`config.mk`:
```
export PLATFORM = sky130hd
export DESIGN_NAME = nonpreemptive_priority_scheduler_aging
export DESIGN_NICKNAME = d
export VERILOG_FILES = /design/src/hdl/nps_pkg.sv /design/src/hdl/nps_ctrl.sv /design/src/hdl/nps_datapath.sv /design/src/hdl/nonpreemptive_priority_scheduler_aging.sv
export SDC_FILE = /design/constraint.sdc
export NUM_CORES = 2
export LEC_CHECK = 0
export BUFFER_PORTS_ARGS = -buffer_cell sky130_fd_sc_hd__buf_2
export CAP_MARGIN = 30
export CORE_ASPECT_RATIO = 0.6
export CORE_MARGIN = 1.5
export CORE_UTILIZATION = 45
export DETAILED_ROUTE_END_ITERATION = 16
export GPL_ROUTABILITY_DRIVEN = 0
export GPL_TIMING_DRIVEN = 0
export MAX_ROUTING_LAYER = met4
export PLACE_DENSITY = 0.65
export SLEW_MARGIN = 20
export SYNTH_ARGS = -nofsm -noshare
export SYNTH_HDL_FRONTEND = slang
export SYNTH_SLANG_ARGS = --single-unit
```
`constraint.sdc`:
```
create_clock -name clk_i -period 10.2 [get_ports clk_i]
set_input_delay 1.02 -clock clk_i [delete_from_list [all_inputs] [get_ports clk_i]]
set_output_delay 1.02 -clock clk_i [all_outputs]
set_load 0.005 [all_outputs]
```
`src/hdl/nps_pkg.sv`:
```
// Package for the priority scheduler with aging.
// Types, field widths, slot record layout and helper functions; no dependencies.
package nps_pkg;

  localparam int unsigned PrioW  = 8;
  localparam int unsigned IdW    = 16;
  localparam int unsigned BurstW = 16;
  localparam int unsigned WaitW  = 16;
  localparam int unsigned PhaseW = 8;
  localparam int unsigned TurnW  = 17;
  localparam int unsigned CountW = 5;
  localparam int unsigned CfgIdxW = 8;
  localparam int unsigned CfgDataW = 8;
  localparam int unsigned InDataW  = 32;
  localparam int unsigned OutDataW = 104;

  localparam logic [CfgIdxW-1:0] CfgAgingPeriod   = 8'd0;
  localparam logic [CfgIdxW-1:0] CfgPriorityFloor = 8'd1;

  localparam logic [PrioW-1:0] AgingPeriodRst   = 8'd3;
  localparam logic [PrioW-1:0] PriorityFloorRst = 8'd1;
  localparam logic [WaitW-1:0] WaitMax          = 16'hFFFF;

  typedef struct packed {
    logic [IdW-1:0]    id;
    logic [PrioW-1:0]  prio;
    logic [BurstW-1:0] burst;
    logic [WaitW-1:0]  wait_cnt;
    logic [PhaseW-1:0] phase;
  } slot_rec_t;

  typedef enum logic [6:0] {
    StIdle   = 7'b0000001,
    StScan   = 7'b0000010,
    StSDrain = 7'b0000100,
    StDisp   = 7'b0001000,
    StAge    = 7'b0010000,
    StADrain = 7'b0100000,
    StFin    = 7'b1000000
  } state_e;

  typedef struct packed {
    logic start;
    logic scan_rd;
    logic age_rd;
    logic disp;
    logic load_out;
  } cmd_t;

  typedef struct packed {
    logic out_pending;
  } status_t;

  function automatic logic better(input logic [PrioW-1:0] ap, input logic [IdW-1:0] aid,
                                  input logic [PrioW-1:0] bp, input logic [IdW-1:0] bid);
    better = (ap < bp) || ((ap == bp) && (aid < bid));
  endfunction

  function automatic slot_rec_t age_rec(input slot_rec_t r, input logic [PrioW-1:0] period,
                                        input logic [PrioW-1:0] floor_v);
    slot_rec_t o;
    logic [PhaseW-1:0] ph;
    o = r;
    if (r.wait_cnt != WaitMax) begin
      o.wait_cnt = r.wait_cnt + 16'd1;
    end
    ph = r.phase + 8'd1;
    if (ph == period) begin
      ph = '0;
      if (r.prio > floor_v) begin
        o.prio = r.prio - 8'd1;
      end
    end
    o.phase = ph;
    age_rec = o;
  endfunction

endpackage

```
`src/hdl/nps_ctrl.sv`:
```
// Controller FSM of the priority scheduler: sequences scan, dispatch and aging passes.
// Depends on nps_pkg.
module nps_ctrl #(
  parameter int unsigned SLOTS = 16
) (
  input  logic                     clk_i,
  input  logic                     rst_ni,
  input  logic                     in_valid_i,
  output logic                     in_ready_o,
  input  nps_pkg::status_t         status_i,
  output nps_pkg::cmd_t            cmd_o,
  output logic [$clog2(SLOTS)-1:0] addr_o
);

  localparam int unsigned IW = $clog2(SLOTS);
  localparam logic [IW-1:0] Last = IW'(SLOTS - 1);

  nps_pkg::state_e state_q, state_d;
  logic [IW-1:0] cnt_q, cnt_d;

  assign in_ready_o = (state_q == nps_pkg::StIdle);
  assign addr_o = cnt_q;

  always_comb begin
    state_d = state_q;
    cnt_d   = cnt_q;
    cmd_o   = '0;
    unique case (state_q)
      nps_pkg::StIdle: begin
        cnt_d = '0;
        if (in_valid_i) begin
          cmd_o.start = 1'b1;
          state_d = nps_pkg::StScan;
        end
      end
      nps_pkg::StScan: begin
        cmd_o.scan_rd = 1'b1;
        if (cnt_q == Last) begin
          cnt_d = '0;
          state_d = nps_pkg::StSDrain;
        end else begin
          cnt_d = cnt_q + 1'b1;
        end
      end
      nps_pkg::StSDrain: state_d = nps_pkg::StDisp;
      nps_pkg::StDisp: begin
        cmd_o.disp = 1'b1;
        state_d = nps_pkg::StAge;
      end
      nps_pkg::StAge: begin
        cmd_o.age_rd = 1'b1;
        if (cnt_q == Last) begin
          cnt_d = '0;
          state_d = nps_pkg::StADrain;
        end else begin
          cnt_d = cnt_q + 1'b1;
        end
      end
      nps_pkg::StADrain: state_d = nps_pkg::StFin;
      nps_pkg::StFin: begin
        if (!status_i.out_pending) begin
          cmd_o.load_out = 1'b1;
          state_d = nps_pkg::StIdle;
        end
      end
      default: state_d = nps_pkg::StIdle;
    endcase
  end

  always_ff @(posedge clk_i or negedge rst_ni) begin
    if (!rst_ni) begin
      state_q <= nps_pkg::StIdle;
      cnt_q   <= '0;
    end else begin
      state_q <= state_d;
      cnt_q   <= cnt_d;
    end
  end

endmodule

```
`src/hdl/nps_datapath.sv`:
```
// Datapath of the priority scheduler: slot memory, valid bits, running job,
// selection and aging logic, config and result registers. Depends on nps_pkg.
module nps_datapath #(
  parameter int unsigned SLOTS = 16
) (
  input  logic                               clk_i,
  input  logic                               rst_ni,
  input  nps_pkg::cmd_t                      cmd_i,
  input  logic [$clog2(SLOTS)-1:0]           addr_i,
  output nps_pkg::status_t                   status_o,
  input  logic [nps_pkg::InDataW-1:0]        in_data_i,
  input  logic                               cfg_valid_i,
  input  logic [nps_pkg::CfgIdxW-1:0]        cfg_index_i,
  input  logic [nps_pkg::CfgDataW-1:0]       cfg_data_i,
  output logic                               out_valid_o,
  input  logic                               out_ready_i,
  output logic [nps_pkg::OutDataW-1:0]       out_data_o
);

  localparam int unsigned IW = $clog2(SLOTS);
  localparam int unsigned CW = $clog2(SLOTS + 1);

  nps_pkg::slot_rec_t mem [SLOTS];
  logic [SLOTS-1:0] valid_q, valid_d;

  nps_pkg::slot_rec_t rdata_q;
  logic rvld_q, rage_q;
  logic [IW-1:0] ridx_q;

  logic                        in_arrive_q;
  logic [nps_pkg::PrioW-1:0]   in_prio_q;
  logic [nps_pkg::BurstW-1:0]  in_burst_q;

  logic free_found_q, free_found_d;
  logic [IW-1:0] free_idx_q, free_idx_d;
  logic best_found_q, best_found_d;
  logic [IW-1:0] best_idx_q, best_idx_d;
  nps_pkg::slot_rec_t best_q, best_d;

  logic                        run_valid_q, run_valid_d;
  logic [nps_pkg::IdW-1:0]     run_id_q, run_id_d;
  logic [nps_pkg::BurstW-1:0]  run_rem_q, run_rem_d;
  logic [nps_pkg::PrioW-1:0]   run_prio_q, run_prio_d;
  logic [nps_pkg::IdW-1:0]     id_q, id_d;

  logic                        disp_q, disp_d, drop_q, drop_d;
  logic [nps_pkg::IdW-1:0]     d_id_q, d_id_d;
  logic [nps_pkg::WaitW-1:0]   d_wait_q, d_wait_d;
  logic [nps_pkg::TurnW-1:0]   d_turn_q, d_turn_d;
  logic [CW-1:0]               count_q, count_d;

  logic [nps_pkg::PrioW-1:0]   period_q, floor_q;
  logic                        out_valid_q;
  logic [nps_pkg::OutDataW-1:0] out_data_q;

  logic                        we;
  logic [IW-1:0]               waddr;
  nps_pkg::slot_rec_t          wdata, new_rec, cand;
  logic                        place, new_wins, have_cand, need_disp, idle_flag;
  logic [IW-1:0]               sel_idx;

  assign status_o.out_pending = out_valid_q && !out_ready_i;
  assign out_valid_o = out_valid_q;
  assign out_data_o  = out_data_q;

  always_comb begin
    new_rec = '{id: id_q, prio: in_prio_q, burst: in_burst_q, wait_cnt: '0, phase: '0};
    place     = in_arrive_q && free_found_q;
    new_wins  = place && (!best_found_q ||
                nps_pkg::better(in_prio_q, id_q, best_q.prio, best_q.id));
    have_cand = place || best_found_q;
    cand      = new_wins ? new_rec : best_q;
    sel_idx   = new_wins ? free_idx_q : best_idx_q;
    need_disp = !run_valid_q || (run_rem_q == '0);
  end

  always_comb begin
    valid_d      = valid_q;
    free_found_d = free_found_q;
    free_idx_d   = free_idx_q;
    best_found_d = best_found_q;
    best_idx_d   = best_idx_q;
    best_d       = best_q;
    run_valid_d  = run_valid_q;
    run_id_d     = run_id_q;
    run_rem_d    = run_rem_q;
    run_prio_d   = run_prio_q;
    id_d         = id_q;
    disp_d       = disp_q;
    drop_d       = drop_q;
    d_id_d       = d_id_q;
    d_wait_d     = d_wait_q;
    d_turn_d     = d_turn_q;
    count_d      = count_q;
    we           = 1'b0;
    waddr        = ridx_q;
    wdata        = nps_pkg::age_rec(rdata_q, period_q, floor_q);

    if (cmd_i.start) begin
      free_found_d = 1'b0;
      best_found_d = 1'b0;
      count_d      = '0;
    end

    if (rvld_q && !rage_q) begin
      if (!valid_q[ridx_q]) begin
        if (!free_found_q) begin
          free_found_d = 1'b1;
          free_idx_d   = ridx_q;
        end
      end else if (!best_found_q ||
                   nps_pkg::better(rdata_q.prio, rdata_q.id, best_q.prio, best_q.id)) begin
        best_found_d = 1'b1;
        best_idx_d   = ridx_q;
        best_d       = rdata_q;
      end
    end

    if (rvld_q && rage_q && valid_q[ridx_q]) begin
      we      = 1'b1;
      count_d = count_q + 1'b1;
    end

    if (cmd_i.disp) begin
      drop_d   = in_arrive_q && !free_found_q;
      disp_d   = 1'b0;
      d_id_d   = '0;
      d_wait_d = '0;
      d_turn_d = '0;
      if (place) begin
        we    = 1'b1;
        waddr = free_idx_q;
        wdata = new_rec;
        valid_d[free_idx_q] = 1'b1;
        id_d  = id_q + 1'b1;
      end
      if (need_disp) begin
        run_valid_d = 1'b0;
        if (have_cand) begin
          valid_d[sel_idx] = 1'b0;
          run_valid_d = 1'b1;
          run_id_d    = cand.id;
          run_rem_d   = cand.burst;
          run_prio_d  = cand.prio;
          disp_d      = 1'b1;
          d_id_d      = cand.id;
          d_wait_d    = cand.wait_cnt;
          d_turn_d    = {1'b0, cand.wait_cnt} + {1'b0, cand.burst};
        end
      end
      if (run_valid_d && (run_rem_d != '0)) begin
        run_rem_d = run_rem_d - 1'b1;
      end
    end
  end

  assign idle_flag = (count_q == '0) && !(run_valid_q && (run_rem_q != '0));

  always_ff @(posedge clk_i) begin
    if (we) begin
      mem[waddr] <= wdata;
    end
    if (cmd_i.scan_rd || cmd_i.age_rd) begin
      rdata_q <= mem[addr_i];
    end
    ridx_q <= addr_i;
    rage_q <= cmd_i.age_rd;
    if (cmd_i.start) begin
      in_arrive_q <= in_data_i[0];
      in_prio_q   <= in_data_i[8:1];
      in_burst_q  <= in_data_i[24:9];
    end
    free_idx_q <= free_idx_d;
    best_idx_q <= best_idx_d;
    best_q     <= best_d;
    d_id_q     <= d_id_d;
    d_wait_q   <= d_wait_d;
    d_turn_q   <= d_turn_d;
    count_q    <= count_d;
    if (cmd_i.load_out) begin
      out_data_q <= {6'd0, idle_flag, drop_q, d_turn_q, d_wait_q, d_id_q, disp_q,
                     count_q[nps_pkg::CountW-1:0],
                     run_valid_q ? run_prio_q : '0,
                     run_valid_q ? run_rem_q : '0,
                     run_valid_q ? run_id_q : '0,
                     run_valid_q};
    end
  end

  always_ff @(posedge clk_i or negedge rst_ni) begin
    if (!rst_ni) begin
      valid_q      <= '0;
      rvld_q       <= 1'b0;
      free_found_q <= 1'b0;
      best_found_q <= 1'b0;
      run_valid_q  <= 1'b0;
      run_id_q     <= '0;
      run_rem_q    <= '0;
      run_prio_q   <= '0;
      id_q         <= 16'd1;
      disp_q       <= 1'b0;
      drop_q       <= 1'b0;
      period_q     <= nps_pkg::AgingPeriodRst;
      floor_q      <= nps_pkg::PriorityFloorRst;
      out_valid_q  <= 1'b0;
    end else begin
      valid_q      <= valid_d;
      rvld_q       <= cmd_i.scan_rd || cmd_i.age_rd;
      free_found_q <= free_found_d;
      best_found_q <= best_found_d;
      run_valid_q  <= run_valid_d;
      run_id_q     <= run_id_d;
      run_rem_q    <= run_rem_d;
      run_prio_q   <= run_prio_d;
      id_q         <= id_d;
      disp_q       <= disp_d;
      drop_q       <= drop_d;
      if (cfg_valid_i) begin
        if (cfg_index_i == nps_pkg::CfgAgingPeriod) begin
          period_q <= cfg_data_i;
        end else if (cfg_index_i == nps_pkg::CfgPriorityFloor) begin
          floor_q <= cfg_data_i;
        end
      end
      if (cmd_i.load_out) begin
        out_valid_q <= 1'b1;
      end else if (out_ready_i) begin
        out_valid_q <= 1'b0;
      end
    end
  end

endmodule

```
`src/hdl/nonpreemptive_priority_scheduler_aging.sv`:
```
// Non-preemptive priority scheduler with aging, one input item per tick.
// An accepted item goes through a scan pass and an aging pass, which each read
// the slot memory once per slot through its single read port. A new item is taken
// only once the controller is back in idle, after the result has been loaded.
// Reset (async, active low): table empty, no job running, next ID 1,
// aging_period 3, priority_floor 1. Depends on nps_pkg, nps_ctrl, nps_datapath.
module nonpreemptive_priority_scheduler_aging #(
  parameter int unsigned SLOTS = 16
) (
  input  logic                          clk_i,
  input  logic                          rst_ni,
  input  logic                          s_axis_tvalid,
  output logic                          s_axis_tready,
  // arrive[0], job_priority[8:1], job_burst[24:9], zero fill
  input  logic [nps_pkg::InDataW-1:0]   s_axis_tdata,
  output logic                          m_axis_tvalid,
  input  logic                          m_axis_tready,
  // running_valid[0], running_id[16:1], running_remaining[32:17],
  // running_priority[40:33], ready_count[45:41], dispatched[46],
  // dispatched_id[62:47], dispatched_wait[78:63], dispatched_turnaround[95:79],
  // arrival_dropped[96], all_idle[97], zero fill
  output logic [nps_pkg::OutDataW-1:0]  m_axis_tdata,
  input  logic                          cfg_valid_i,
  output logic                          cfg_ready_o,
  input  logic [nps_pkg::CfgIdxW-1:0]   cfg_index_i,
  input  logic [nps_pkg::CfgDataW-1:0]  cfg_data_i
);

  nps_pkg::cmd_t    cmd;
  nps_pkg::status_t status;
  logic [$clog2(SLOTS)-1:0] addr;

  // registers only change between ticks
  assign cfg_ready_o = s_axis_tready;

  nps_ctrl #(.SLOTS(SLOTS)) u_ctrl (
    .clk_i      (clk_i),
    .rst_ni     (rst_ni),
    .in_valid_i (s_axis_tvalid),
    .in_ready_o (s_axis_tready),
    .status_i   (status),
    .cmd_o      (cmd),
    .addr_o     (addr)
  );

  nps_datapath #(.SLOTS(SLOTS)) u_dp (
    .clk_i       (clk_i),
    .rst_ni      (rst_ni),
    .cmd_i       (cmd),
    .addr_i      (addr),
    .status_o    (status),
    .in_data_i   (s_axis_tdata),
    .cfg_valid_i (cfg_valid_i && cfg_ready_o),
    .cfg_index_i (cfg_index_i),
    .cfg_data_i  (cfg_data_i),
    .out_valid_o (m_axis_tvalid),
    .out_ready_i (m_axis_tready),
    .out_data_o  (m_axis_tdata)
  );

endmodule

```
==> metrics.yaml <==
global_routing:
  grt_usage_pct: 24.1
  grt_pass1_vias: 32467
  grt_max_degree: 73
  antenna_found_initial: 3
  grt_pass1_wl_um: 223000
  overflow: 0
sta:
  clock_skew_ps: 42.2
  grt_setup_unrepaired: "false"
  setup_viol: 0
  period_minus_slack_ps: 7520
  worst_pin_slew_ps: 1070
  period_share_pct: 73.7
  holdWs_ps: 197
  max_freq_mhz: 133
  relSlewSlack_pct: 28.6
  slew_viol_final: 0
  worst_slack_ps: 2680
  finalHoldViolCount: 0
logic_synthesis:
  ys_top_cells_by_area: "edfxtp_1, mux4_2, dfrtp_1"
  ys_warn_count: 0
  synth-edff-count: 1329
  yosysMostFrequentCell: "edfxtp_1"
  yosysTopAreaCell: "edfxtp_1"
  async_flop_share_pct: 7.36
  avgSynthCellArea_um2: 16.4
  synthCells: 3543
  yosysUniqueCellTypes: 79
  ys_ff_latch: 1440
  synth.top_cells.by_count: "edfxtp_1, nand2_1, mux2i_1, o21ai_0, a21oi_1"
  synth_area_mm2: 0.0581
  ys_seq_area_share_pct: 73.4
  synth_top_area_share_pct: 68.6
  ys.flop_type: "edfxtp_1"
route:
  wl_per_cell_um: 26.9
  drt_iter0_drc: 4701
  vias_per_cell: 5.96
  ant_nets: 0
  vias: 34211
  drc_errors: 0
  firstDrtPassIters: 5
  routed_wl_um: 154000
clock_tree:
  clkTransAtPathRegs_ps: 70
  cts_sinks: 1440
  postCtsSetupBuffers: 0
  cts_resized: 0
  h-tree-depth: 3
  cts_tree: "yes"
  cts_hold_buf: 0
  cts-root-buf: "clkbuf_16"
  clockBufferDepth: 3
  numCtsBuffers: 119
  clk_latency_ps: 760
floorplanning:
  die_y_um: 281
  start_util_pct: 45.6
  die_w_um: 467
  coreArea_mm2: 0.127
  std_cell_rows: 101
  die_area_mm2: 0.131
  io_pins: 160
worst_setup_path:
  end_kind: "flip-flop"
  critPathMaxFanout: 10
  crit_required_ps: 10670
  worstPathArrival_ps: 7980
  start_kind: "flip-flop"
  critical_path_class: "reg -> reg"
final_layout:
  drive_gt1_share_pct: 18.2
  syn_to_final_growth_pct: 15.6
  finalCoreUtilization_pct: 52.8
  final_nets: 4066
place:
  numPortBuffers: 146
  dpl_worst_slack_ps: 3360
  dpl.hpwl_um: 106000
pwr:
  irDropWorstVdd_mv: 0.160
  total_power_uw: 14600
  powerDensity_mw_per_mm2: 217
  p_leak_uw: 0.0226
run:
  max-cap-violations: 0
outcome:
  status: "completed"
min_path:
  holdCritPathClass: "in -> async"
-- final cells by class --
cell class | count | area [µm²]
Fill cell | 10122 | 60200
Sequential cell | 1440 | 42700
Multi-Input combinational cell | 1881 | 14800
Clock buffer | 153 | 3210
Timing Repair Buffer | 266 | 2840
Tap cell | 1699 | 2130
Buffer | 172 | 713
Clock inverter | 67 | 646
Inverter | 55 | 208
Antenna cell | 4 | 10.0
-- metrics by stage --
stage	TNS [ps]	std cells	area (µm²)
after floorplan	0	3548	58200
after CTS	0	5709	67000
final	0	5737	67200
after global placement	-1191220	5393	61000
after detailed placement	0	5489	63100
after global routing	0	5734	67200
-- report_power, final --
group          leakage, µW  switching [µW]  internal (µW)  total, µW
clock              0.00188            2130           2500       4630
sequential          0.0134             231           7020       7250
combinational      0.00730            1740            972       2710
-- worst max-delay path: stages (launching register included) --
cell and delay (ps):
dfrtp_1 480, ha_1 290, and4b_1 280, nand4_1 260, a311oi_2 370, nand3_2 370
buf_6 280, nand2_1 520, clkbuf_1 850, clkbuf_1 720, nand2_1 130, nand2_1 210
ha_1 300, a21oi_1 170, inv_1 90, maj3_1 370, a311oi_1 330, a21oi_1 150
a31oi_1 430, o211ai_1 180, o211ai_1 170, xor2_1 190, nor2_1 70
-- cells in the final DEF, fill, tap and decap left out, types with 16 or more instances in the layout --
cell type  instances
edfxtp_1        1329
nand2_1          322
mux2i_1          195
o21ai_0          169
a21oi_1          160
buf_2            157
clkbuf_1         141
nor2_1           138
mux4_2           133
clkbuf_16        121
dfrtp_1          101
mux2_2            80
ha_1              77
and2_1            64
a221oi_1          64
a22oi_1           64
inv_1             54
nand3_1           42
xnor2_1           40
xor2_1            35
buf_12            35
buf_16            33
buf_1             31
buf_4             31
and3_1            29
nand4_1           27
buf_6             23
o21ai_1           21
clkinv_2          21
clkinv_1          20
a31oi_1           19
nor2_4            17
nor3_1            16
-- sequential cells by signal (all words and copies together) (netlist names), 5 cells and up --
| signal | count |
|---|---|
| u_dp.id_q | 16 |
| u_dp.run_id_q | 16 |
| u_dp.d_turn_q | 17 |
| u_dp.period_q | 8 |
| u_dp.floor_q | 8 |
| u_dp.in_burst_q | 16 |
| u_dp.out_data_o | 98 |
| u_dp.count_q | 5 |
| u_dp.best_q | 56 |
| u_dp.run_prio_q | 8 |
| u_dp.rdata_q | 64 |
| u_dp.mem | 1024 |
| u_dp.run_rem_q | 16 |
| u_dp.d_wait_q | 16 |
| u_dp.valid_q | 16 |
| u_ctrl.state_q | 7 |
| u_dp.in_prio_q | 8 |
| u_dp.d_id_q | 16 |
-- kinds of logic (layout without fill, tap and decap cells) --
logic type / Yosys count / count (layout) / share of synthesized area [%]
flops: 1440 / 1440 / 73.4
compound gates: 573 / 573 / 6.10
xor+xnor: 75 / 75 / 1.13
mux: 409 / 409 / 10.1
other cells: 1 / 10 / 0.00645
buf+inv: 227 / 713 / 1.56
fa+ha+maj: 80 / 80 / 1.73
simple gates: 738 / 738 / 6.03
-- final timing paths --
kind,slack [ps],to,from,cells after the start
setup / recovery,2680,u_dp.d_turn_q[14]$_SDFFCE_PN0N_,u_dp.id_q[15]$_DFFE_PN0P_,22
hold / removal,200,u_dp.period_q[6]$_DFFE_PN0P_,rst_ni,1
setup reg to reg,2680,u_dp.d_turn_q[14]$_SDFFCE_PN0N_,u_dp.id_q[15]$_DFFE_PN0P_,22
hold reg to reg,420,u_dp.out_data_o[87]$_DFFE_PP_,u_dp.d_turn_q[8]$_SDFFCE_PN0N_,0
max in group asynchronous,9220,u_dp.run_rem_q[1]$_DFFE_PN0N_,rst_ni,2
min in group clk_i,420,u_dp.out_data_o[87]$_DFFE_PP_,u_dp.d_turn_q[8]$_SDFFCE_PN0N_,0
-- metal layers --
metal  vias up  wire length, µm  track usage [%]  share of wire (%)
li1      14596                -                -                  -
met1     17529            69500             36.5                 45
met2      1873            63900             32.2                 41
met3       213            17600             6.38                 11
met4         0             3050             5.23                2.0
met5         -                0                -                  0
No activity file was read; power rests on OpenSTA's default activity.
